--- config.mk ---
export PLATFORM = sky130hd
export DESIGN_NAME = tals_alu
export DESIGN_NICKNAME = d
export VERILOG_FILES = /design/src/rtl/tals_pkg.sv /design/src/rtl/tals_alu.sv
export SDC_FILE = /design/constraint.sdc
export NUM_CORES = 1
export LEC_CHECK = 0
export BUFFER_PORTS_ARGS = -buffer_cell sky130_fd_sc_hd__clkbuf_2
export CORE_MARGIN = 8
export CORE_UTILIZATION = 55
export DETAILED_ROUTE_END_ITERATION = 7
export PLACE_DENSITY_LB_ADDON = 0.05
export SETUP_SLACK_MARGIN = 0.5
export SYNTH_ARGS = -nofsm -noshare
export SYNTH_HDL_FRONTEND = slang
export SYNTH_SLANG_ARGS = --single-unit
--- constraint.sdc ---
create_clock -name clock -period 4.1 [get_ports clock]
set_clock_uncertainty 0.2 [all_clocks]
set_input_delay 0.615 -clock clock [delete_from_list [all_inputs] [get_ports clock]]
set_output_delay 0.615 -clock clock [all_outputs]
set_load 0.01 [all_outputs]
--- src/rtl/tals_pkg.sv ---
// Package for the two-axis line step generator: action and status codes,
// register indexes, widths and the structs between sequencer and divide/root unit.
// Depends on nothing.
package tals_pkg;
   localparam int ACT_W = 3;
   localparam logic [2:0] ACT_TICK  = 3'd0;
   localparam logic [2:0] ACT_MOVE  = 3'd1;
   localparam logic [2:0] ACT_HOLD  = 3'd2;
   localparam logic [2:0] ACT_PAUSE = 3'd3;
   localparam logic [2:0] ACT_START = 3'd4;
   localparam logic [2:0] ACT_RESET = 3'd5;

   localparam logic [3:0] ST_NONE      = 4'd0;
   localparam logic [3:0] ST_ACCEPTED  = 4'd1;
   localparam logic [3:0] ST_REFUSED   = 4'd2;
   localparam logic [3:0] ST_X_LIMIT   = 4'd3;
   localparam logic [3:0] ST_Y_LIMIT   = 4'd4;
   localparam logic [3:0] ST_NO_MOVE   = 4'd5;
   localparam logic [3:0] ST_STEPPING  = 4'd6;
   localparam logic [3:0] ST_DONE      = 4'd7;
   localparam logic [3:0] ST_INTERRUPT = 4'd8;
   localparam logic [3:0] ST_LIMIT     = 4'd9;
   localparam logic [3:0] ST_NO_RESUME = 4'd10;

   localparam logic [1:0] REG_X_SPM  = 2'd0;
   localparam logic [1:0] REG_Y_SPM  = 2'd1;
   localparam logic [1:0] REG_FEED   = 2'd2;
   localparam int CSR_IDX_W  = 2;
   localparam int CSR_DATA_W = 20;
   localparam logic [19:0] SPM_RESET  = 20'd20480;
   localparam logic [15:0] FEED_RESET = 16'd1000;

   localparam int FRAC = 20;
   localparam logic [63:0] NOMOVE_Q20 = 64'd1049;
   localparam logic [63:0] US_PER_MIN = 64'd60000000;

   // Operation for the shared divide / root unit.
   typedef struct packed {
      logic        start;
      logic        is_sqrt;
      logic [63:0] num;
      logic [63:0] den;
   } alu_cmd_type;

   typedef struct packed {
      logic        done;
      logic [63:0] result;
   } alu_rsp_type;
endpackage

--- src/rtl/tals_alu.sv ---
// Shared iterative unit: 64-bit restoring divide (one quotient bit a cycle)
// or integer square root (one result bit a cycle). Uses tals_pkg.
module tals_alu (
   input  logic                  clock,
   input  logic                  reset,
   input  tals_pkg::alu_cmd_type cmd,
   output tals_pkg::alu_rsp_type rsp
);
   logic        busy_ff, busy_in;
   logic        sqrt_ff, sqrt_in;
   logic [6:0]  cnt_ff, cnt_in;
   logic [63:0] a_ff, a_in;     // dividend / radicand remaining
   logic [63:0] d_ff, d_in;     // divisor
   logic [63:0] q_ff, q_in;     // quotient / root
   logic [63:0] r_ff, r_in;     // remainder
   logic        done_ff, done_in;
   logic [64:0] rs;
   logic [65:0] trial;

   always_comb begin
      busy_in = busy_ff; sqrt_in = sqrt_ff; cnt_in = cnt_ff;
      a_in = a_ff; d_in = d_ff; q_in = q_ff; r_in = r_ff; done_in = 1'b0;
      rs = '0; trial = '0;
      if (cmd.start) begin
         busy_in = 1'b1; sqrt_in = cmd.is_sqrt;
         cnt_in = cmd.is_sqrt ? 7'd32 : 7'd64;
         a_in = cmd.num; d_in = cmd.den; q_in = '0; r_in = '0;
      end else if (busy_ff) begin
         if (sqrt_ff) begin
            // Digit-by-digit root: bring down two bits.
            trial = {2'b00, r_ff} << 2 | {64'd0, a_ff[63:62]};
            if (trial >= {q_ff, 2'b01}) begin
               r_in = 64'(trial - {q_ff, 2'b01});
               q_in = {q_ff[62:0], 1'b1};
            end else begin
               r_in = trial[63:0];
               q_in = {q_ff[62:0], 1'b0};
            end
            a_in = {a_ff[61:0], 2'b00};
         end else begin
            rs = {r_ff, a_ff[63]};
            if (rs >= {1'b0, d_ff}) begin
               r_in = 64'(rs - {1'b0, d_ff});
               q_in = {q_ff[62:0], 1'b1};
            end else begin
               r_in = rs[63:0];
               q_in = {q_ff[62:0], 1'b0};
            end
            a_in = {a_ff[62:0], 1'b0};
         end
         cnt_in = cnt_ff - 7'd1;
         if (cnt_ff == 7'd1) begin
            busy_in = 1'b0;
            done_in = 1'b1;
         end
      end
   end

   always_ff @(posedge clock) begin
      if (reset) begin
         busy_ff <= 1'b0; done_ff <= 1'b0; cnt_ff <= '0;
      end else begin
         busy_ff <= busy_in; done_ff <= done_in; cnt_ff <= cnt_in;
      end
      sqrt_ff <= sqrt_in; a_ff <= a_in; d_ff <= d_in; q_ff <= q_in; r_ff <= r_in;
   end

   assign rsp.done   = done_ff;
   assign rsp.result = q_ff;
endmodule

==> results.yml, run 1 <==
clocking:
  cts_made_buffers: 30
  clkTransAtPathRegs_ps: 60
  clockBufferDepth: 3
  cts.sinks: 266
  clock_latency_ps: 590
  root_buffer: "clkbuf_16"
  cts_tree: "built"
  htreeDepth: 1
global_routing:
  use_met3_pct: 5.299
  antenna_found_initial: 0
  grt_max_degree: 158
  grt_pass1_wl_um: 100100
  globalRoute.busiestLayer: "met1"
  grtUsageMet1_pct: 42.36
  grt-ovfl-total: 0
  grt_pass1_vias: 18240
  track_usage_pct: 28.37
  grt_util_met2_pct: 41.55
synthesis:
  netlist_area_mm2: 0.02006
  seq_area_frac_synth_pct: 32.98
  synth-seq-cells: 266
  synthFlopType: "dfxtp_1"
  postSynth.asyncResetShare_pct: 0
  synth_cells: 2440
  synth.distinct_cells: 87
  synth_warnings: 0
  syn_avg_cell_area_um2: 8.223
  synth_nets: 2705
  synth_edf_count: 129
route:
  first_pass_iters: 5
  drt_iter0_markers: 1551
  post_drt_via_cell_ratio: 6.025
  postRouteAntennaNets: 0
  routed_wirelength_um: 64630
  drt-wirelength-per-cell_um: 20.45
  dr_total_vias: 19040
  drc_errors: 0
floorplanning:
  core_mm2: 0.03626
  die_x_um: 207
  die_h_um: 207
  start_util_pct: 55.33
  ios: 197
  die-area_mm2: 0.04285
  row_count: 70
setup_path:
  crit_path_top_delay_cell: "ha_1"
  cp.arrival_ps: 3900
  worstSetupPathType: "flop to flop"
  critPathMaxFanout: 8
  path_buf_inv: 1
  crit_top_cell: "nand4_1"
  crit_start: "r_ff[54]"
  slowest_delay_ps: 510
  r2r-start: "r_ff[54]"
  start_kind: "flop"
  cp.required_ps: 4430
  path_delay_family: "simple AND/OR/NAND/NOR gates"
  cp_cell_sequence: "ha_1 -> nand4_1 -> nor2_2 -> nand4_1 -> a2111o_1 -> and2_4 -> buf_4 -> nor3b_1 -> a21oi_1 -> a31oi_1 -> a221o_1"
  end_kind: "flop"
pwr:
  ir_drop_v: 0.0005465
  leakagePower_uw: 0.01044
  powerDensity_mw_per_mm2: 817.1
worst_hold_path:
  min-delay-path-class: "input pin to flop"
  holdCritStartpoint: "cmd[60]"
sta:
  finalCritPeriodShare_pct: 87.27
  setup-violations-final: 0
  relSlewSlack_pct: 31.77
  hold_viol_final: 0
  tightest_slew_ps: 1024
  clock.fmax_mhz: 279.5
  rsz0062_at_grt: "true"
  finalMaxSlewViolations: 0
  setup-tns-final_ps: 0
  period_minus_slack_ps: 3578
place:
  port_buffers: 196
  gp_congestion: 0.9852
  hpwl_um: 48680
finish:
  fillers: 3051
  antenna_cells: 0
  drive_gt1_share_pct: 20.91
  area_delta_synth_final_pct: 20.20
  final_cell_mix: "233 x nor2_1, 232 x nand2_1, 206 x a21oi_1, 195 x clkbuf_2, 180 x o21ai_0"
  final_nets: 2935
  final_common_cell: "nor2_1"
  post-route-util_pct: 66.51
outcome:
  status: "finished, final reports clean"
job:
  maxCapViolations: 0
worst reg2reg max path: stages, from the launching register on:
cell,delay [ps]
dfxtp_1,440
ha_1,510
nand4_1,230
nor2_2,260
nand4_1,220
a2111o_1,510
and2_4,260
buf_4,150
nor3b_1,210
a21oi_1,130
a31oi_1,260
a221o_1,140
final timing paths:
kind,cells past startpoint,slack [ps],to
max,11,520,r_ff[51]
min reg2reg,2,300,cnt_ff[1]
max reg2reg,11,520,r_ff[51]
min,1,20,d_ff[60]
cells in the mapped netlist, types with 15 or more instances:
cell type  count  share of area, %
nor2_1       241               4.5
nand2_1      237               4.4
a21oi_1      221               5.5
o21ai_0      193               4.8
inv_1        183               3.4
mux2i_1      139               6.9
dfxtp_1      137                14
ha_1         132               8.2
edfxtp_1     129                19
clkbuf_1      93               1.7
xnor2_1       69               3.0
a21o_1        61               2.3
a211oi_1      54               2.0
xor2_1        49               2.1
nand4_1       45               1.4
nor3_1        41               1.0
buf_2         30              0.75
nand3_1       28              0.70
a31oi_1       24              0.75
o21bai_1      24              0.90
o32ai_1       23               1.0
nand2b_1      19              0.59
o211ai_1      18              0.67
o21a_1        16              0.60
nor4_1        15              0.47
per-layer routing:
metal	routed length [um]	part of all wire [%]	up-vias
met3	6084	9.4	84
li1	-	-	9291
met1	29890	46	8839
met4	1619	2.5	0
met5	0	0	-
met2	27040	42	826
stage by stage:
| stage | power, uW | cells | worst slack [ps] | area (um^2) | hold WS (ps) |
|---|---|---|---|---|---|
| global route | 20870 | 3160 | 425.4 | 24120 | 1.461 |
| detailed placement | 15330 | 3032 | 76.25 | 21600 | 292.5 |
| floorplan | 12050 | 2440 | 597.5 | 20060 | 268.5 |
| global placement | 15320 | 3032 | 133.3 | 21600 | 279.2 |
| CTS | 18580 | 3136 | 470.7 | 23240 | 0.6704 |
| finish | 19710 | 3160 | 521.9 | 24120 | 22.85 |
flip-flops by register name, indices dropped and copies added, names as in the netlist:
name and cells:
d_ff 64, busy_ff 1, cnt_ff 7, sqrt_ff 1, a_ff 64, q_ff 64, done_ff 1, r_ff 64
kinds of logic (layout without fill, tap and decap cells):
family                   after synthesis  in the layout  share of synthesized area (%)
XOR/XNOR                             118            118                          5.151
adder cells (fa/ha/maj)              133            133                          8.331
AND/OR/NAND/NOR                      690            692                          15.37
buffers and inverters                322            572                          6.417
multiplexers                         144            144                          7.215
flip-flops                           266            266                          32.98
AO/OA/AOI/OAI                        767            767                          24.54
repair_timing:
action,in CTS,in global routing
setup buffers,12,20
setup endpoints to repair,63,65
pin swaps,16,58
hold endpoints to repair,36,2
hold buffers,36,2
resized for setup,43,184
gates cloned,2,2
where the power goes:
group | internal, uW | switching, uW | total [uW] | leakage [uW]
clock network | 1560 | 1150 | 2710 | 0.000493
logic | 5410 | 7860 | 13300 | 0.00752
registers | 3170 | 561 | 3740 | 0.00243
cell type report:
class                   count  area, um^2  share of cell area (%)
clock buffers              41       874.6                   3.626
clock inverters            13       107.6                  0.4462
multi-input cells        1854       12940                   53.66
inverters                 184       690.7                   2.864
flip-flops and latches    266        6679                   27.69
repair buffers            334        2238                   9.281
well taps                 468       585.6                   2.428
Note: power is estimated with default switching activity, not from simulation.
==> run 2, diff against run 1 <==
--- a/config.mk
+++ b/config.mk
@@ -6,6 +6,7 @@
 export NUM_CORES = 1
 export LEC_CHECK = 0
 export BUFFER_PORTS_ARGS = -buffer_cell sky130_fd_sc_hd__clkbuf_2
+export CORE_ASPECT_RATIO = 0.6
 export CORE_MARGIN = 8
 export CORE_UTILIZATION = 55
 export DETAILED_ROUTE_END_ITERATION = 7
==> results.yml, run 2 (synthesized netlist as in run 1, its figures left out) <==
outcome:
  status: "finished, final reports clean"
place:
  gp_congestion: 1.003
  port_buffers: 196
  hpwl_um: 55330
global_routing:
  grt-ovfl-total: 0
  grt_pass1_wl_um: 106400
  antenna_found_initial: 1
  track_usage_pct: 31.25
  grt_max_degree: 189
  grt_pass1_vias: 17750
worst_hold_path:
  min-delay-path-class: "input pin to flop"
floorplanning:
  start_util_pct: 55.51
  die_x_um: 262.6
  core_mm2: 0.03615
  ios: 197
  die_h_um: 163.9
  die-area_mm2: 0.04305
  row_count: 54
pwr:
  leakagePower_uw: 0.01060
  power_uw: 21850
  ir_drop_v: 0.0005410
  powerDensity_mw_per_mm2: 886.6
sta:
  setup-violations-final: 0
  relSlewSlack_pct: 32.83
  finalCritPeriodShare_pct: 88.35
  rsz0062_at_grt: "true"
  finalMaxSlewViolations: 0
  hold_viol_final: 0
  period_minus_slack_ps: 3622
  holdWs_ps: 22.45
  setup-tns-final_ps: 0
  tightest_slew_ps: 1004
  clock.fmax_mhz: 276.1
setup_path:
  cp.required_ps: 4350
  reg2reg_slack_ps: 480
  cp_cell_sequence: "inv_2 -> ha_4 -> inv_2 -> fa_2 -> a211oi_4 -> o21ai_2 -> a21oi_2 -> buf_4 -> o31ai_4 -> a31o_4 -> a21o_4 -> a31oi_4 -> nand2b_1 -> nand3_1 -> a31oi_2 -> a221o_1"
  crit_top_cell: "inv_2"
  start_kind: "flop"
  worstSetupPathType: "flop to flop"
  crit_path_top_delay_cell: "edfxtp_1"
  slowest_delay_ps: 420
  critPathMaxFanout: 5
  path_buf_inv: 3
  path_delay_family: "compound AO/OA/AOI/OAI gates"
  cp.arrival_ps: 3880
  end_kind: "flop"
route:
  routed_wirelength_um: 72400
  postRouteAntennaNets: 0
  first_pass_iters: 6
  drc_errors: 0
  drt-wirelength-per-cell_um: 22.75
  dr_total_vias: 19990
  drt_iter0_markers: 2779
  post_drt_via_cell_ratio: 6.281
clocking:
  htreeDepth: 1
  clkTransAtPathRegs_ps: 70
  cts_made_buffers: 27
  ctsHoldBuffers: 0
  cts.sinks: 266
  root_buffer: "clkbuf_16"
  clockBufferDepth: 3
  clock_latency_ps: 570
  cts_tree: "built"
finish:
  fillers: 2940
  multi_input_area_mm2: 0.01337
  ff_latch_area_mm2: 0.006696
  final_cell_mix: "229 x nand2_1, 228 x nor2_1, 195 x clkbuf_2, 193 x a21oi_1, 175 x inv_1"
  final_nets: 2951
  final_common_cell: "nand2_1"
  drive_gt1_share_pct: 25.50
  area_delta_synth_final_pct: 22.82
job:
  maxCapViolations: 0
-- run 2: per-stage QoR --
stage / cells / cell area (um^2) / utilization [%] / setup WS [ps]
2_1_floorplan: 2440 / 20060 / - / 597.5
3_3_place_gp: 3088 / 21980 / 60.82 / 240.3
3_5_place_dp: 3088 / 21980 / 60.82 / 68.87
4_1_cts: 3155 / 23340 / 64.57 / 499.3
5_1_grt: 3182 / 24640 / 68.17 / 382.7
6_report: 3183 / 24640 / 68.18 / 477.8
-- run 2: area by class of cell --
type	count	area share [%]
inverter	184	2.803
timing repair buffer	355	9.621
antenna	1	0.01015
tap	476	2.417
multi-input combinational	1852	54.24
sequential	266	27.17
clock buffer	31	2.843
clock inverter	18	0.8936
-- run 2: worst reg2reg max path, cell delays in order, from the launching register on --
cell and delay (ps):
edfxtp_1 420, inv_2 130, ha_4 150, inv_2 40, fa_2 400, a211oi_4 300, o21ai_2 110, a21oi_2 190
buf_4 160, o31ai_4 60, a31o_4 250, a21o_4 230, a31oi_4 250, nand2b_1 120, nand3_1 110, a31oi_2 100
a221o_1 300
-- run 2: layer usage --
layer | vias up | track usage [%] | wire, um
met2 | 1217 | 36.84 | 25260
met1 | 9344 | 50.74 | 34340
li1 | 9346 | - | -
met3 | 84 | 13.05 | 11890
met4 | 3 | 3.377 | 814
met5 | - | 1.687 | 99
-- run 2: repair_timing --
| action | 4_1_cts | 5_1_grt |
|---|---|---|
| buffers inserted | 17 | 25 |
| pin swaps | 20 | 68 |
| resized for setup | 75 | 258 |
| endpoints found under the setup margin | 61 | 65 |
| cloned | 1 | 2 |
-- run 2: worst paths after layout --
kind	start	end	depth (start not counted)
hold / removal	cmd[43]	d_ff[43]	1
setup / recovery	a_ff[63]	r_ff[54]	16
setup reg to reg	a_ff[63]	r_ff[54]	16
hold reg to reg	q_ff[4]	q_ff[4]	2
-- run 2: report_power, final --
group	total (uW)	internal (uW)	leakage, uW	switching (uW)
registers	3770	3180	0.00243	595
logic	15400	6220	0.00772	9200
clock network	2650	1540	0.000453	1110
